File: src/rtl/ins_sort_pkg.sv
`default_nettype none
package ins_sort_pkg;

  localparam int MAX_ITEMS = 64;
  localparam int DATA_W    = 32;
  localparam int CNT_W     = $clog2(MAX_ITEMS + 1);

  localparam logic [CNT_W-1:0] FULL_CNT = CNT_W'(MAX_ITEMS);
  localparam logic [CNT_W-1:0] ONE_CNT  = CNT_W'(1);

  typedef logic signed [DATA_W-1:0] data_t;

  typedef enum logic {
    ST_COLLECT,
    ST_DRAIN
  } state_t;

  // Per-cycle commands broadcast to every cell of the chain.
  typedef struct packed {
    logic  ins;    // insert ins_val into the list
    logic  shift;  // shift the list down by one place
    data_t ins_val;
  } cell_ctl_t;

endpackage
`default_nettype wire

File: src/rtl/ins_sort_ctrl.sv
`default_nettype none
module ins_sort_ctrl (
  input  wire                          clk,
  input  wire                          rst,
  input  wire                          in_valid,
  input  wire                          in_last,
  input  ins_sort_pkg::data_t          in_value,
  input  wire                          out_stall,
  output logic                         in_stall,
  output logic                         out_valid,
  output logic                         final_res,
  output logic                         overflow,
  output logic [ins_sort_pkg::CNT_W-1:0] count,
  output ins_sort_pkg::cell_ctl_t      ctl
);
  import ins_sort_pkg::*;

  state_t           state, state_next;
  logic [CNT_W-1:0] count_next;
  logic             dropped, dropped_next;
  logic             in_acc, full, out_acc, drain_end;

  assign in_acc    = in_valid && !in_stall;
  assign out_acc   = out_valid && !out_stall;
  assign full      = (count == FULL_CNT);
  assign drain_end = out_acc && (count == ONE_CNT);

  assign ctl.ins     = in_acc && !full;
  assign ctl.shift   = out_acc;
  assign ctl.ins_val = in_value;

  always_comb begin
    state_next = state;
    unique case (state)
      ST_COLLECT: if (in_acc && in_last) state_next = ST_DRAIN;
      ST_DRAIN:   if (drain_end) state_next = ST_COLLECT;
      default:    state_next = ST_COLLECT;
    endcase
  end

  always_comb begin
    in_stall  = 1'b0;
    out_valid = 1'b0;
    unique case (state)
      ST_COLLECT: begin
        in_stall  = 1'b0;
        out_valid = 1'b0;
      end
      ST_DRAIN: begin
        in_stall  = 1'b1;
        out_valid = 1'b1;
      end
      default: begin
        in_stall  = 1'b1;
        out_valid = 1'b0;
      end
    endcase
  end

  always_comb begin
    count_next   = count;
    dropped_next = dropped;
    if (ctl.ins) begin
      count_next = count + ONE_CNT;
    end else if (out_acc) begin
      count_next = count - ONE_CNT;
    end
    if (in_acc && full) begin
      dropped_next = 1'b1;
    end else if (drain_end) begin
      dropped_next = 1'b0;
    end
  end

  always_ff @(posedge clk) begin
    if (rst) begin
      state   <= ST_COLLECT;
      count   <= '0;
      dropped <= 1'b0;
    end else begin
      state   <= state_next;
      count   <= count_next;
      dropped <= dropped_next;
    end
  end

  assign final_res = (count == ONE_CNT);
  assign overflow  = dropped;

endmodule
`default_nettype wire

File: config.mk
export PLATFORM = sky130hd
export DESIGN_NAME = ins_sort_ctrl
export DESIGN_NICKNAME = d
export VERILOG_FILES = /design/src/rtl/ins_sort_pkg.sv /design/src/rtl/ins_sort_ctrl.sv
export SDC_FILE = /design/constraint.sdc
export NUM_CORES = 1
export LEC_CHECK = 0
export ABC_AREA = 1
export ABC_CLOCK_PERIOD_IN_PS = 1350
export BUFFER_PORTS_ARGS = -buffer_cell sky130_fd_sc_hd__buf_4
export CAP_MARGIN = 10
export CORE_MARGIN = 5
export CORE_UTILIZATION = 33
export CTS_CLUSTER_DIAMETER = 120
export DETAILED_ROUTE_END_ITERATION = 10
export PLACE_DENSITY = 0.83
export SETUP_SLACK_MARGIN = 0.1
export SYNTH_ARGS = -nofsm -noshare
export SYNTH_HDL_FRONTEND = slang
export SYNTH_SLANG_ARGS = --single-unit
File: constraint.sdc
create_clock -name clk -period 1.35 [get_ports clk]
set_input_delay 0.0675 -clock clk [delete_from_list [all_inputs] [get_ports clk]]
set_output_delay 0.0675 -clock clk [all_outputs]
set_load 0.02 [all_outputs]
==> impl_metrics.json, run 1 <==
{
  "outcome": "complete, no violations",
  "synth_simple_gate_area_share_pct": 35.1,
  "powerDensity_mw_per_mm2": 942,
  "synth_ff_type": "dfxtp_1",
  "synth.mux.area_fraction_pct": 0,
  "ys_top_cells_by_count": "buf_4, nand2_1, inv_1",
  "die_x_um": 62.4,
  "hold_viol_final": 0,
  "synth_top_area_share_pct": 28.2,
  "syn_area_per_cell_um2": 7.13,
  "synth_area_leaders": "buf_4, dfxtp_1, nand2_1",
  "period_share_pct": 96.7,
  "peakVddDrop_mv": 0.503,
  "ant_nets": 0,
  "synth_nets": 167,
  "areaGrowthSynthToFinish_pct": 15.7,
  "cts_made_buffers": 3,
  "synth_top_family_by_area": "buffers and inverters",
  "setup_ws_ps": 44.0,
  "overflow": 0,
  "yosys.area.top_type": "buf_4",
  "cts_max_level": 1,
  "dieHeight_um": 62.4,
  "clock_skew_ps": 4.39,
  "worstPathRequired_ps": 1280,
  "grt_pass1_wl_um": 3480,
  "grt_max_degree": 9,
  "syn-cell-area_um2": 906,
  "final_layout_size_suffix_gt1_share_pct": 54.7,
  "synth_seq_cells": 9,
  "drc": 0,
  "dp.cells": 142,
  "synth_compound_area_share_pct": 5.52,
  "rsz0062_at_grt": "yes",
  "fin_cells": 159,
  "dieArea_mm2": 0.00389,
  "clk_latency_ps": 270,
  "clkSinkCount": 9,
  "drt-initial-drc-count": 19,
  "grt_usage_pct": 11.1,
  "finalCriticalPeriod_ps": 1310,
  "yosysMostFrequentCell": "buf_4",
  "grt_busiest_layer": "met2",
  "grt_pass1_vias": 819,
  "wl_per_cell_um": 12.6,
  "layout.nets": 169,
  "rows": 19,
  "hold_start": "in_last",
  "setup_viol": 0,
  "use_met3_pct": 3.60,
  "synth_cell_types": 21,
  "place.gp.congestion": 0.881,
  "synth-xor-area-share_pct": 0,
  "met1_usage_pct": 9.38,
  "startpoint_type": "flop",
  "r2r.worst_path.cells": 11,
  "antenna_cells": 0,
  "async_reset_ff_share_pct": 0,
  "synth_edf_count": 0,
  "critical_path_class": "flop to primary output",
  "antenna_found_initial": 0,
  "yosysWarnings": 0,
  "r2r-start": "count[0]",
  "postSynthCellCount": 127,
  "core_mm2": 0.00269,
  "portBuffers": 17,
  "hpwl_um": 1390,
  "via_count": 755,
  "tightest_slew_ps": 314,
  "end_kind": "primary output",
  "relSlewSlack_pct": 78.9,
  "cts_tree": "yes",
  "yosysSeqAreaShare_pct": 19.9,
  "cts-root-buf": "clkbuf_4",
  "max_freq_mhz": 766,
  "path_max_fanout": 4,
  "gr-usage-met2_pct": 20.7,
  "holdPathStages": 3,
  "clock_path_buffers": 2,
  "hold_class": "input pin to flop",
  "cp.arrival_ps": 1240,
  "maxSlewViolCount": 0,
  "path_clk_slew_ps": 70,
  "synthAdderAreaFrac_pct": 4.14,
  "routed_wl_um": 2000,
  "cp-startpoint": "count[0]",
  "start_util_pct": 33.7,
  "max_cap_viol_count": 0,
  "post_drt_via_cell_ratio": 4.75,
  "num-fill-cells": 263,
  "p_leak_nw": 0.488,
  "place_ws_ps": 52.0,
  "firstDrtPassIters": 4,
  "pin_count": 82
}
## stage by stage
step | power, mW | area, um^2 | hold slack [ps] | TNS [ps] | utilization (%)
2_1_floorplan | 0.707 | 943 | 137 | 0 | -
3_3_place_gp | 0.669 | 862 | 135 | 0 | 32.1
3_5_place_dp | 0.675 | 862 | 135 | 0 | 32.1
4_1_cts | 0.971 | 1030 | 58.6 | 0 | 38.2
5_1_grt | 1.06 | 1050 | 62.1 | -104 | 39.0
6_report | 0.987 | 1050 | 55.8 | 0 | 39.0
## timing repair
| item | in CTS | in global routing |
|---|---|---|
| hold buffers | 1 | 0 |
| hold endpoints to repair | 3 | 0 |
| gates cloned | 0 | 0 |
| gates resized for setup | 14 | 6 |
| pin swaps | 5 | 1 |
| setup endpoints to repair | 7 | 10 |
| buffers inserted | 11 | 1 |
## flip-flops by register name (all words and copies together) (netlist names)
name      flops
count         7
overflow      1
state         1
## critical path, stage by stage (launching register included)
cell and delay (ps):
dfxtp_4 350, inv_4 60, ha_4 130, nand2_2 40, inv_2 70, nand3_4 70
nand2_4 90, inv_6 40, buf_6 120
## cells by family (layout without fill, tap and decap cells)
family | after synthesis | in the layout
flops | 9 | 9
buf+inv | 50 | 51
simple gates | 55 | 55
fa+ha+maj | 3 | 3
compound gates | 10 | 10
## where the power goes
group	leakage (nW)	internal (mW)	switching (mW)
clock	0.0150	0.114	0.104
combinational	0.396	0.206	0.240
sequential	0.0769	0.292	0.0301
## path summary, 6_finish.rpt
check | endpoint | slack (ps)
hold reg to reg | overflow | 460
hold / removal | state | 60
setup reg to reg | count[6] | 70
setup / recovery | ctl[33] | 40
## area by class of cell
type	instances	area [um^2]	share of cell area [%]
Multi-Input combinational cell	68	473	45.1
Sequential cell	9	195	18.6
Clock buffer	4	26.3	2.51
Tap cell	31	38.8	3.70
Inverter	16	72.6	6.92
Timing Repair Buffer	31	243	23.2
## per-layer routing
metal  wire length [um]  part of all wire (%)
met4                 58                   2.9
met5                  0                     0
met2               1130                    56
met3                124                   6.2
met1                695                    35
## cells in the final DEF (no fill, tap or decap)
| cell | instances |
|---|---|
| buf_4 | 28 |
| nand2_1 | 16 |
| nor2_1 | 9 |
| inv_1 | 8 |
| nand3_1 | 8 |
| a21oi_1 | 5 |
| nand4_1 | 5 |
| nand2_2 | 4 |
| inv_2 | 4 |
| inv_4 | 3 |
| nor2_4 | 3 |
| a21oi_2 | 3 |
| ha_4 | 3 |
| clkbuf_4 | 3 |
| dfxtp_4 | 3 |
| dfxtp_2 | 3 |
| dfxtp_1 | 3 |
| nor2_2 | 2 |
| nand2_4 | 2 |
| nand3_2 | 2 |
| buf_6 | 2 |
| nand3_4 | 1 |
| inv_6 | 1 |
| nor2_8 | 1 |
| and3_4 | 1 |
| nor3_1 | 1 |
| o21ai_2 | 1 |
| o21ai_0 | 1 |
| clkbuf_1 | 1 |
| dlygate4sd3_1 | 1 |
Power figures use the tool's default switching activity.
==> inputs of run 2 (changes only) <==
--- a/config.mk
+++ b/config.mk
@@ -9,11 +9,13 @@
 export ABC_CLOCK_PERIOD_IN_PS = 1350
 export BUFFER_PORTS_ARGS = -buffer_cell sky130_fd_sc_hd__buf_4
 export CAP_MARGIN = 10
+export CELL_PAD_IN_SITES_DETAIL_PLACEMENT = 2
+export CELL_PAD_IN_SITES_GLOBAL_PLACEMENT = 2
 export CORE_MARGIN = 5
-export CORE_UTILIZATION = 33
+export CORE_UTILIZATION = 15
 export CTS_CLUSTER_DIAMETER = 120
 export DETAILED_ROUTE_END_ITERATION = 10
-export PLACE_DENSITY = 0.83
+export PLACE_DENSITY = 0.82
 export SETUP_SLACK_MARGIN = 0.1
 export SYNTH_ARGS = -nofsm -noshare
 export SYNTH_HDL_FRONTEND = slang
==> impl_metrics.json, run 2 (synthesized netlist as in run 1, its figures left out) <==
{
  "outcome": "finished, violations left",
  "violations": "hold timing, setup timing",
  "core_mm2": 0.00589,
  "rows": 28,
  "startpoint_type": "flop",
  "post_drt_via_cell_ratio": 3.84,
  "antenna_found_initial": 0,
  "cts_hold_buf": 0,
  "hold_viol_final": 1,
  "path_cells": "inv_4, ha_4, nand2_2, inv_2, nand3_4, nand2_4, inv_6, buf_6",
  "place_ws_ps": 21.7,
  "grt_max_degree": 9,
  "setup_viol": 2,
  "dieHeight_um": 87.7,
  "final_common_cell": "buf_4",
  "cts_tree": "yes",
  "regMostFlops": "count",
  "cts_made_buffers": 3,
  "r2r.worst_path.cells": 12,
  "final_layout_size_suffix_gt1_share_pct": 54.6,
  "wl_per_cell_um": 14.6,
  "p_leak_nw": 0.533,
  "critPathSlowestCell": "dfxtp_4",
  "cts_max_level": 1,
  "grt_usage_pct": 7.79,
  "routed_wl_um": 2990,
  "hold_start": "rst",
  "max_cap_viol_count": 0,
  "portBuffers": 17,
  "maxSlewViolCount": 0,
  "cts-root-buf": "clkbuf_8",
  "overflow": 0,
  "clock_path_buffers": 2,
  "grt_pass1_vias": 870,
  "hpwl_um": 2050,
  "areaGrowthSynthToFinish_pct": 27.2,
  "path_max_fanout": 4,
  "worst-r2r-setup-slack_ps": -10,
  "powerDensity_mw_per_mm2": 1020,
  "largest_reg_flops": 7,
  "holdPathStages": 2,
  "grt_pass1_wl_um": 4510,
  "end_kind": "primary output",
  "clk_latency_ps": 250,
  "place.gp.congestion": 0.782,
  "critical_path_class": "flop to primary output",
  "path_clk_slew_ps": 50,
  "pin_count": 82,
  "period_share_pct": 103,
  "peakVddDrop_mv": 0.282,
  "utilization_pct": 19.6,
  "die_x_um": 87.7,
  "setup_ws_ps": -36.0,
  "dieArea_mm2": 0.00769,
  "start_util_pct": 15.4,
  "max_freq_mhz": 721,
  "r2r-start": "count[1]",
  "hold-path-endpoint": "state",
  "firstDrtPassIters": 3,
  "worstPathRequired_ps": 1280,
  "clock_skew_ps": 7.00,
  "clkSinkCount": 9,
  "ant_nets": 0,
  "worst_r2r_endpoint": "count[6]",
  "layout_common_cells": "buf_4, nand2_1, nor2_1",
  "relSlewSlack_pct": 76.3,
  "cp.arrival_ps": 1320,
  "finalCriticalPeriod_ps": 1390,
  "layout.nets": 171,
  "rsz0062_at_grt": "yes",
  "hold_ws_ps": -0.434,
  "crit_path_max_incr_delay_ps": 360,
  "drt-initial-drc-count": 44,
  "drc": 0,
  "hold_class": "input pin to flop",
  "tightest_slew_ps": 352,
  "via_count": 788,
  "antenna_cells": 0
}
[run 2: cell types whose count changed in the layout (fill, tap and decap cells not counted), moves of 2 or more]
cell / previous run / this run
clkbuf_8: 0 / 3
dfxtp_2: 3 / 1
buf_4: 28 / 31
nand3_2: 2 / 4
nand2_2: 4 / 2
clkbuf_4: 3 / 0
nand3_1: 8 / 6
[run 2: power breakdown]
| group | switching [mW] | internal (mW) | total [mW] |
|---|---|---|---|
| clock network | 0.135 | 0.208 | 0.343 |
| logic | 0.271 | 0.232 | 0.503 |
| registers | 0.0357 | 0.292 | 0.327 |
[run 2: stage by stage]
stage / instances / TNS (ps) / total power, mW / instance area [um^2]
2_1_floorplan: 127 / 0 / 0.707 / 943
3_3_place_gp: 187 / 0 / 0.691 / 925
3_5_place_dp: 187 / 0 / 0.707 / 925
4_1_cts: 202 / 0 / 1.13 / 1110
5_1_grt: 205 / -339 / 1.23 / 1150
6_report: 205 / -41.6 / 1.17 / 1150
[run 2: layer usage]
metal / global-route usage [%] / share of wire [%]
met1: 8.16 / 39
met2: 13.8 / 53
met3: 2.26 / 5.6
met4: 4.60 / 2.0
met5: 0 / 0
[run 2: what timing repair did]
action	CTS	global route
setup buffers	11	3
setup endpoints to repair	9	10
pin swaps	5	5
gates resized for setup	14	6
[run 2: final cells by class]
cell class,instances,area (um^2)
Clock buffer,4,45.0
Fill cell,694,4730
Inverter,16,75.1
Multi-Input combinational cell,68,478
Sequential cell,9,196
Tap cell,75,93.8
Timing Repair Buffer,33,264
[run 2: critical path, delay by kind of cell (launching register included)]
kind                     cells  cell delay [ps]
flip-flops                   1              360
buffers and inverters        4              310
AND/OR/NAND/NOR              3              260
adder cells (fa/ha/maj)      1              130
[run 2: worst max-delay path by stage]
stage,start,endpoint,cells past startpoint
floorplan,count[1],count[2],11
global placement,count[1],count[0],9
detailed placement,count[1],count[0],9
CTS,count[0],ctl[33],8
global route,count[1],ctl[33],8
finish,count[1],ctl[33],8
