`src/rtl/ins_sort_pkg.sv`:
```
`default_nettype none
package ins_sort_pkg;

  localparam int MAX_ITEMS = 64;
  localparam int DATA_W    = 32;
  localparam int CNT_W     = $clog2(MAX_ITEMS + 1);

  localparam logic [CNT_W-1:0] FULL_CNT = CNT_W'(MAX_ITEMS);
  localparam logic [CNT_W-1:0] ONE_CNT  = CNT_W'(1);

  typedef logic signed [DATA_W-1:0] data_t;

  typedef enum logic {
    ST_COLLECT,
    ST_DRAIN
  } state_t;

  // Per-cycle commands broadcast to every cell of the chain.
  typedef struct packed {
    logic  ins;    // insert ins_val into the list
    logic  shift;  // shift the list down by one place
    data_t ins_val;
  } cell_ctl_t;

endpackage
`default_nettype wire

```
`src/rtl/ins_sort_cell.sv`:
```
`default_nettype none
module ins_sort_cell (
  input  wire                    clk,
  input  ins_sort_pkg::cell_ctl_t ctl,
  input  wire                    occ,
  input  wire                    prev_occ,
  input  wire                    prev_gt,
  input  ins_sort_pkg::data_t    prev_data,
  input  ins_sort_pkg::data_t    next_data,
  output logic                   gt,
  output ins_sort_pkg::data_t    data
);
  import ins_sort_pkg::*;

  logic take_new;

  // Occupied and strictly greater than the new value: this one moves up.
  assign gt       = occ && (data > ctl.ins_val);
  assign take_new = prev_occ && !prev_gt && (gt || !occ);

  always_ff @(posedge clk) begin
    if (ctl.ins) begin
      if (prev_gt) begin
        data <= prev_data;
      end else if (take_new) begin
        data <= ctl.ins_val;
      end
    end else if (ctl.shift) begin
      data <= next_data;
    end
  end

endmodule
`default_nettype wire

```
`config.mk`:
```
export PLATFORM = sky130hd
export DESIGN_NAME = ins_sort_cell
export DESIGN_NICKNAME = d
export VERILOG_FILES = /design/src/rtl/ins_sort_pkg.sv /design/src/rtl/ins_sort_cell.sv
export SDC_FILE = /design/constraint.sdc
export NUM_CORES = 1
export LEC_CHECK = 0
export ABC_AREA = 1
export BUFFER_PORTS_ARGS = -buffer_cell sky130_fd_sc_hd__buf_2
export CORE_UTILIZATION = 35
export CTS_CLUSTER_DIAMETER = 40
export CTS_CLUSTER_SIZE = 25
export DETAILED_ROUTE_END_ITERATION = 8
export GPL_TIMING_DRIVEN = 0
export PLACE_DENSITY = 0.76
export SETUP_SLACK_MARGIN = 0.15
export SKIP_CTS_REPAIR_TIMING = 1
export SKIP_LAST_GASP = 1
export SYNTH_ARGS = -nofsm -noshare
export SYNTH_HDL_FRONTEND = slang
export SYNTH_SLANG_ARGS = --single-unit
```
`constraint.sdc`:
```
create_clock -name clk -period 6.4 [get_ports clk]
set_input_delay 0.32 -clock clk [delete_from_list [all_inputs] [get_ports clk]]
set_output_delay 0.32 -clock clk [all_outputs]
set_load 0.02 [all_outputs]
```
==> flow_metrics.tcl, run 1 <==
set metrics [dict create \
    status "completed" \
    start_util_pct 36.5 \
    timing.rr.start "data[31]" \
    slew_headroom_pct 57.6 \
    fmax_mhz 364 \
    multi_input_area_sq_mm 0.00135 \
    drc 0 \
    synth_top_cell_by_area "edfxtp_1" \
    r2r_setup_slack_ns 3.65 \
    via_per_inst 4.69 \
    ant_nets 0 \
    p_per_area_mw_per_mm2 186 \
    fill_cells 688 \
    arrival_ns 2.74 \
    cp_slowest_cell "a21oi_4" \
    io_pins 135 \
    required_ns 6.39 \
    regArea_sq_um 961 \
    areaGrowthSynthToFinish_pct 36.1 \
    finalInstanceArea_sq_mm 0.00342 \
    skew_ns 0.00582 \
    hold_viol 0 \
    cp-startpoint "data[31]" \
    drv_cap 0 \
    numPortBuffers 134 \
    maxSlewViolCount 0 \
    synth.net_count 458 \
    cpMostUsedCell "nand2_1" \
    finalCritPeriodShare_pct 43.0 \
    first_pass_iters 4 \
    cts_buffer_depth 2 \
    end_kind "flip-flop" \
    ys_warn_count 0 \
    diodes 0 \
    fp.dieW_microns 86.7 \
    syn-instance-count 324 \
    globalplace.congestion 0.786 \
    crit_fanout 17 \
    largest-register "data" \
    clock-sinks 32 \
    cts-root-buf "clkbuf_8" \
    synth.most_common_cell "nand2_1" \
    worst_pin_slew_ns 0.634 \
    die_y_microns 86.7 \
    wl_microns 7260 \
    yosys-top-cells-count "68 x nand2_1, 60 x o21ai_0, 42 x nor2_1, 40 x inv_1" \
    syn_area_sq_mm 0.00251 \
    seq_area_frac_synth_pct 38.3 \
    ys_ff_latch 32 \
    cts_tree "yes" \
    core_area_sq_mm 0.00687 \
    cts_buffers 5 \
    synth_enable_flop_cells 32 \
    via_count 2643 \
    largestRegisters "data: 32 flops" \
    rsz0062_at_grt "no" \
    grt.total_usage_pct 19.6 \
    grt_max_degree 18 \
    fp-row-count 30 \
    drive_gt1_share_pct 32.1 \
    drt_iter0_markers 90 \
    synth_flop_cell "edfxtp_1" \
    yosysUniqueCellTypes 23 \
    cp-start-kind "flip-flop" \
    routedWlPerCell_microns 12.9 \
    finalSetupTns_ns 0 \
    worstPathCellList "ha_1 > nand2_1 > nor2_2 > nand2_2 > nor4_4 > nand2_1 > nand3_1 > nand3_2 > nand2_1 > nand2_1 > a21oi_4 > buf_16" \
    antenna_found_initial 0 \
    power.leakage_nw 1.78 \
    finalNetCount 600 \
    dieArea_sq_mm 0.00751 \
    largest_reg_flops 32 \
    synth.avg_cell_area_sq_um 7.75 \
    min_from "next_data[25]" \
    finalSetupViolCount 0 \
    dp_hpwl_microns 5830 \
    hold_path.class "primary input to flip-flop" \
    max_stage_delay_ns 0.53 \
    grt_pass1_vias 2478 \
    synth.top_cell.area_share_pct 38.3 \
    placed_cell_area_sq_mm 0.00334 \
    htree_num_levels 2 \
    grt_first_pass_wirelength_microns 11300 \
    async_flop_share_pct 0 \
    clkTransAtPathRegs_ns 0.07 \
    clk_latency_ns 0.28 \
    critPathKind "flip-flop to flip-flop" \
    grt_overflow 0 \
    peakVddDrop_uv 94.3 \
    period_needed_ns 2.75 \
    ys_top_cells_by_area "edfxtp_1 38%, ha_1 16%, o21ai_0 12%, nand2_1 10%, nor2_1 6.3%" \
]
[critical path, delay by kind of cell, from the launching register on]
family / cells / cell delay [ns]
AOI/OAI and AO/OA: 1 / 0.53
DFF: 1 / 0.40
buffers and inverters: 1 / 0.24
adders and majority gates: 1 / 0.36
and+or+nand+nor: 9 / 0.93
[path summary, 6_finish.rpt]
| path | end | depth (start not counted) |
|---|---|---|
| max | data[14] | 12 |
| min | data[25] | 3 |
| max reg2reg | data[14] | 12 |
| min reg2reg | data[20] | 6 |
[power breakdown]
part	total [W]	leakage (nW)	internal [W]	switching [W]
Sequential	0.000271	0.324	0.000259	0.0000119
Clock	0.000150	0.0399	0.0000757	0.0000747
Combinational	0.000212	1.41	0.0000853	0.000127
[layout by cell type, fill, tap and decap left out, drive strengths merged, types with 3 or more instances in the layout]
| master | count |
|---|---|
| inv | 42 |
| nor2 | 44 |
| o21ai | 67 |
| clkbuf | 18 |
| edfxtp | 32 |
| a21oi | 15 |
| buf | 136 |
| nand3 | 3 |
| nand2 | 69 |
| ha | 32 |
[cell families (layout without fill, tap and decap cells)]
family | count (synthesis) | in the layout | share of synthesized area, %
fa+ha+maj | 32 | 32 | 16.0
simple gates | 119 | 119 | 19.3
compound gates | 86 | 86 | 18.2
buf+inv | 55 | 198 | 8.23
flops | 32 | 32 | 38.3
[per-stage QoR]
stage	setup slack [ns]	hold WS, ns	power (W)	std cells	util [%]
6_report	3.65	0.316	0.000634	563	49.7
5_1_grt	3.43	0.329	0.000676	563	49.7
4_1_cts	3.60	0.312	0.000644	563	49.7
3_5_place_dp	3.55	0.605	0.000491	555	48.6
3_3_place_gp	2.85	0.600	0.000479	554	48.1
2_1_floorplan	3.41	0.511	0.000400	324	-
[cell type report]
cell class                      count  share of cell area [%]
Buffer                             12                    1.32
Clock buffer                        7                    2.23
Clock inverter                      1                   0.110
Inverter                           43                    4.73
Multi-Input combinational cell    237                    39.5
Sequential cell                    32                    28.1
Tap cell                           96                    3.52
Timing Repair Buffer              135                    20.4
[layer usage]
metal | vias up | global-route usage, % | wire (microns)
li1 | 1361 | - | -
met1 | 1172 | 25.0 | 3300
met2 | 100 | 33.4 | 3400
met3 | 10 | 3.33 | 411
met4 | 0 | 6.97 | 147
met5 | - | 0 | 0
Power figures use the tool's default switching activity.
==> inputs of run 2 (changes only) <==
--- a/config.mk
+++ b/config.mk
@@ -5,7 +5,7 @@
 export SDC_FILE = /design/constraint.sdc
 export NUM_CORES = 1
 export LEC_CHECK = 0
-export ABC_AREA = 1
+export ABC_AREA = 0
 export BUFFER_PORTS_ARGS = -buffer_cell sky130_fd_sc_hd__buf_2
 export CORE_UTILIZATION = 35
 export CTS_CLUSTER_DIAMETER = 40
==> constraint.sdc (replaced) <==
create_clock -name clk -period 2.9 [get_ports clk]
set_input_delay 0.145 -clock clk [delete_from_list [all_inputs] [get_ports clk]]
set_output_delay 0.145 -clock clk [all_outputs]
set_load 0.02 [all_outputs]
==> flow_metrics.tcl, run 2 <==
set metrics [dict create \
    numPortBuffers 133 \
    ys_top_cells_by_area "edfxtp_1 38%, ha_1 16%, mux2i_1 13%, a21oi_1 9.6%, nor2_1 5.3%" \
    largestRegisters "data: 32 flops" \
    cts_buffer_depth 2 \
    htree_num_levels 2 \
    final_cell_mix "136 x buf_2, 48 x a21oi_1, 35 x nor2_1, 33 x inv_1" \
    fmax_mhz 376 \
    grt.total_usage_pct 17.9 \
    cts-root-buf "clkbuf_8" \
    grt_pass1_vias 2360 \
    worst_pin_slew_ns 0.525 \
    synth.most_common_cell "a21oi_1" \
    end_kind "output pin" \
    cp_num_buf_inv 1 \
    routedWlPerCell_microns 13.5 \
    antenna_found_initial 0 \
    power.leakage_nw 1.78 \
    ant_nets 0 \
    status "completed" \
    clk_latency_ns 0.28 \
    cts_buffers 5 \
    yosysUniqueCellTypes 30 \
    drv_cap 0 \
    grt_first_pass_wirelength_microns 10400 \
    critPathKind "flip-flop to output pin" \
    areaGrowthSynthToFinish_pct 39.5 \
    required_ns 2.76 \
    first_pass_iters 4 \
    cp_top_family "simple AND/OR/NAND/NOR gates" \
    timing.hold.ws_ns 0.181 \
    placed_cell_area_sq_mm 0.00330 \
    syn-instance-count 266 \
    async_flop_share_pct 0 \
    io_pins 135 \
    wl_microns 6860 \
    synth_top_cell_by_area "edfxtp_1" \
    largest-register "data" \
    dieArea_sq_mm 0.00749 \
    cpMostUsedCell "nor4_2" \
    hold_viol 0 \
    ys_warn_count 0 \
    yosys-top-cells-count "48 x a21oi_1, 35 x nor2_1, 33 x inv_1" \
    crit_fanout 6 \
    skew_ns 0.0112 \
    synth.top_cell.area_share_pct 38.4 \
    dp_hpwl_microns 5410 \
    finalSetupViolCount 0 \
    largest_reg_flops 32 \
    cts_tree "yes" \
    clock-sinks 32 \
    synth.net_count 400 \
    diodes 0 \
    grt_overflow 0 \
    fin_util_pct 51.1 \
    seq_area_frac_synth_pct 38.4 \
    period_needed_ns 2.66 \
    drt_iter0_markers 95 \
    die_y_microns 86.6 \
    drc 0 \
    slew_headroom_pct 65.0 \
    maxSlewViolCount 0 \
    worst_slack_ns 0.241 \
    syn_area_sq_mm 0.00250 \
    grt_max_degree 33 \
    fp.dieW_microns 86.6 \
    synth_flop_cell "edfxtp_1" \
    cp_slowest_cell "nor4_2" \
    fp-row-count 30 \
    via_per_inst 4.78 \
    rsz0062_at_grt "no" \
    cp-start-kind "flip-flop" \
    finalCritPeriodShare_pct 91.7 \
    core_area_sq_mm 0.00683 \
    arrival_ns 2.51 \
    peakVddDrop_uv 246 \
    finalInstanceArea_sq_mm 0.00349 \
    hold_path.class "primary input to flip-flop" \
    clkTransAtPathRegs_ns 0.08 \
    via_count 2422 \
    drive_gt1_share_pct 37.7 \
    max_stage_delay_ns 0.41 \
    fill_cells 668 \
    p_per_area_mw_per_mm2 471 \
    pre_cts_ws_ns -0.108 \
    synth.avg_cell_area_sq_um 9.41 \
    globalplace.congestion 0.827 \
    final_common_cell "buf_2" \
    start_util_pct 36.6 \
    finalNetCount 544 \
    worstPathCellList "ha_1 > nand4_1 > nor4_2 > o41a_1 > nor4_2 > nor3_1 > buf_2" \
    ys_ff_latch 32 \
    synth_enable_flop_cells 32 \
]
-- run 2: metrics by stage --
stage          power (W)  TNS [ns]  cells
6_report         0.00164         0    507
4_1_cts          0.00162     -4.03    503
5_1_grt          0.00174         0    507
2_1_floorplan   0.000980         0    266
3_5_place_dp     0.00120     -3.43    495
3_3_place_gp     0.00118     -2.74    495
-- run 2: metal layers --
layer  up-vias  track usage (%)  share of wire [%]
met1      1083             22.4                 44
met3         8             2.48                4.3
met4         0             6.82                1.6
li1       1249                -                  -
met2        82             31.2                 50
met5         -                0                  0
-- run 2: worst min-delay path: cells and delay by family --
kind	cells	cell delay, ns
buf+inv	1	0.08
simple gates	1	0.03
compound gates	1	0.09
-- run 2: final cells by class --
type	count	area [sq um]	area share (%)
tap	96	120	3.44
multi-input combinational	191	1420	40.7
inverter	33	124	3.55
sequential	32	961	27.5
buffer	11	45.0	1.29
clock buffer	5	68.8	1.97
clock inverter	3	37.5	1.08
timing repair buffer	136	713	20.4
-- run 2: logic make-up (layout without fill, tap and decap cells) --
group           Yosys count  count (layout)  share of synthesized area, %
compound gates           61              62                          13.4
fa+ha+maj                32              32                          16.0
buf+inv                  44             188                          6.75
flops                    32              32                          38.4
mux                      32              32                          12.8
simple gates             65              65                          12.7
-- run 2: report_power, final --
group	switching (W)	internal, W	total (W)
combinational	0.000345	0.000244	0.000589
clock	0.000172	0.000250	0.000422
sequential	0.0000352	0.000598	0.000633
total	0.000551	0.00109	0.00164
-- run 2: worst paths after layout --
kind              slack [ns]    startpoint       end  cells after the start
hold reg to reg         1.27      data[31]  data[17]                      6
setup reg to reg        0.31      data[31]  data[20]                      7
setup / recovery        0.24      data[31]        gt                      7
hold / removal          0.18  next_data[9]   data[9]                      3
==> inputs of run 3 (changes only) <==
==> constraint.sdc (replaced) <==
create_clock -name clk -period 2.8 [get_ports clk]
set_input_delay 0.14 -clock clk [delete_from_list [all_inputs] [get_ports clk]]
set_output_delay 0.14 -clock clk [all_outputs]
set_load 0.02 [all_outputs]
==> flow_metrics.tcl, run 3 (synthesis gave the netlist of run 2 again) <==
set metrics [dict create \
    finalSetupTns_ns 0 \
    largest_reg_flops 32 \
    fill_cells 648 \
    min_from "next_data[9]" \
    ant_nets 0 \
    cts-root-buf "clkbuf_8" \
    worst_pin_slew_ns 0.540 \
    htree_num_levels 2 \
    grt_overflow 0 \
    fin_util_pct 52.6 \
    numPortBuffers 133 \
    grt_first_pass_wirelength_microns 10400 \
    layout.cells.non_filler 509 \
    power.leakage_nw 1.80 \
    power_frac_seq_pct 38.1 \
    drive_gt1_share_pct 39.5 \
    r2r-end "data[21]" \
    grt_max_degree 33 \
    cts_buffer_depth 2 \
    finalSetupViolCount 0 \
    via_count 2476 \
    clock-sinks 32 \
    intPower_w 0.00115 \
    met2_usage_pct 31.2 \
    switching_share_pct 33.9 \
    globalplace.congestion 0.827 \
    combPwrFrac_pct 36.7 \
    whs_endpoint "data[9]" \
    cts_buffers 5 \
    first_pass_iters 4 \
    power_switching_w 0.000588 \
    largestRegisters "data: 32 flops" \
    status "completed" \
    via_per_inst 4.86 \
    top_usage_layer "met2" \
    finalNetCount 546 \
    clkTransAtPathRegs_ns 0.08 \
    final_common_cell "buf_2" \
    largest-register "data" \
    period_needed_ns 2.62 \
    diodes 0 \
    hold_depth 3 \
    hold_path.class "primary input to flip-flop" \
    drc 0 \
    drv_cap 0 \
    routedWlPerCell_microns 14.1 \
    skew_ns 0.0108 \
    placed_cells 495 \
    required_ns 2.66 \
    grt_pass1_vias 2360 \
    dp_hpwl_microns 5410 \
    antenna_found_initial 0 \
    p_per_area_mw_per_mm2 484 \
    drt_iter0_markers 74 \
    core_area_sq_mm 0.00683 \
    grt_util_met1_pct 22.4 \
    grt.total_usage_pct 17.9 \
    fp-row-count 30 \
    worst-r2r-cell-count 7 \
    use_met3_pct 2.48 \
    fp.dieW_microns 86.6 \
    timing.rr.start "data[25]" \
    end_kind "output pin" \
    clk_latency_ns 0.28 \
    die_y_microns 86.6 \
    cts_tree "yes" \
    final_cell_mix "135 x buf_2, 48 x a21oi_1, 35 x nor2_1, 33 x inv_1" \
    peakVddDrop_uv 256 \
    crit_fanout 3 \
    arrival_ns 2.48 \
    start_util_pct 36.6 \
    r2r_setup_slack_ns 0.30 \
    cp-start-kind "flip-flop" \
    clkPwrFrac_pct 25.3 \
    critPathKind "flip-flop to output pin" \
    hold_viol 0 \
    io_pins 135 \
    finalCritPeriodShare_pct 93.4 \
    fmax_mhz 382 \
    dieArea_sq_mm 0.00749 \
    areaGrowthSynthToFinish_pct 43.6 \
    slew_headroom_pct 64.0 \
    rsz0062_at_grt "no" \
    wl_microns 7180 \
    maxSlewViolCount 0 \
]
run 3: cell count changes in the layout (fill, tap and decap cells not counted), sizes merged:
cell / before / now
buf: 142 / 144
run 3: layout make-up:
| class | instances | area (sq um) | share of cell area (%) |
|---|---|---|---|
| multi-input combinational | 191 | 1510 | 41.9 |
| clock buffer | 5 | 68.8 | 1.92 |
| clock inverter | 3 | 37.5 | 1.04 |
| buffer | 11 | 45.0 | 1.25 |
| timing repair buffer | 138 | 731 | 20.3 |
| tap | 96 | 120 | 3.34 |
| inverter | 33 | 124 | 3.45 |
| sequential | 32 | 961 | 26.8 |
run 3: worst max-delay path by stage:
stage | startpoint | end | slack (ns) | cells after the start
floorplan | data[26] | data[0] | 0.20 | 6
global placement | data[31] | data[19] | -0.19 | 6
detailed placement | data[31] | data[7] | -0.21 | 6
CTS | data[31] | data[16] | -0.23 | 6
global route | data[27] | gt | 0.07 | 7
finish | data[10] | gt | 0.18 | 8
run 3: routing by layer:
layer / part of all wire [%] / vias to the layer above
met5: 0 / -
li1: - / 1252
met1: 43 / 1117
met3: 4.8 / 11
met2: 50 / 96
met4: 1.9 / 0
run 3: stage by stage:
stage / instance area, sq um / setup WS, ns / power, W / hold slack (ns)
finish: 3590 / 0.183 / 0.00174 / 0.175
global route: 3590 / 0.0717 / 0.00184 / 0.179
CTS: 3410 / -0.232 / 0.00168 / 0.164
detailed placement: 3300 / -0.208 / 0.00124 / 0.464
global placement: 3300 / -0.187 / 0.00122 / 0.455
floorplan: 2510 / 0.198 / 0.00101 / 0.366
run 3: critical path, stage by stage, from the launching register on:
cell and delay (ns):
edfxtp_1 0.43, ha_4 0.24, a21oi_1 0.14, nand2_1 0.07, a32o_1 0.30, o41ai_2 0.41, a21oi_1 0.13, nor3_1 0.25
buf_4 0.21
run 3: power groups by stage:
stage | clock [W] | combinational [W] | sequential (W)
after CTS | 0.000451 | 0.000572 | 0.000658
after detailed placement | 0 | 0.000569 | 0.000669
final | 0.000439 | 0.000637 | 0.000662
after global placement | 0 | 0.000558 | 0.000664
after global routing | 0.000463 | 0.000706 | 0.000669
after floorplan | 0 | 0.000266 | 0.000749
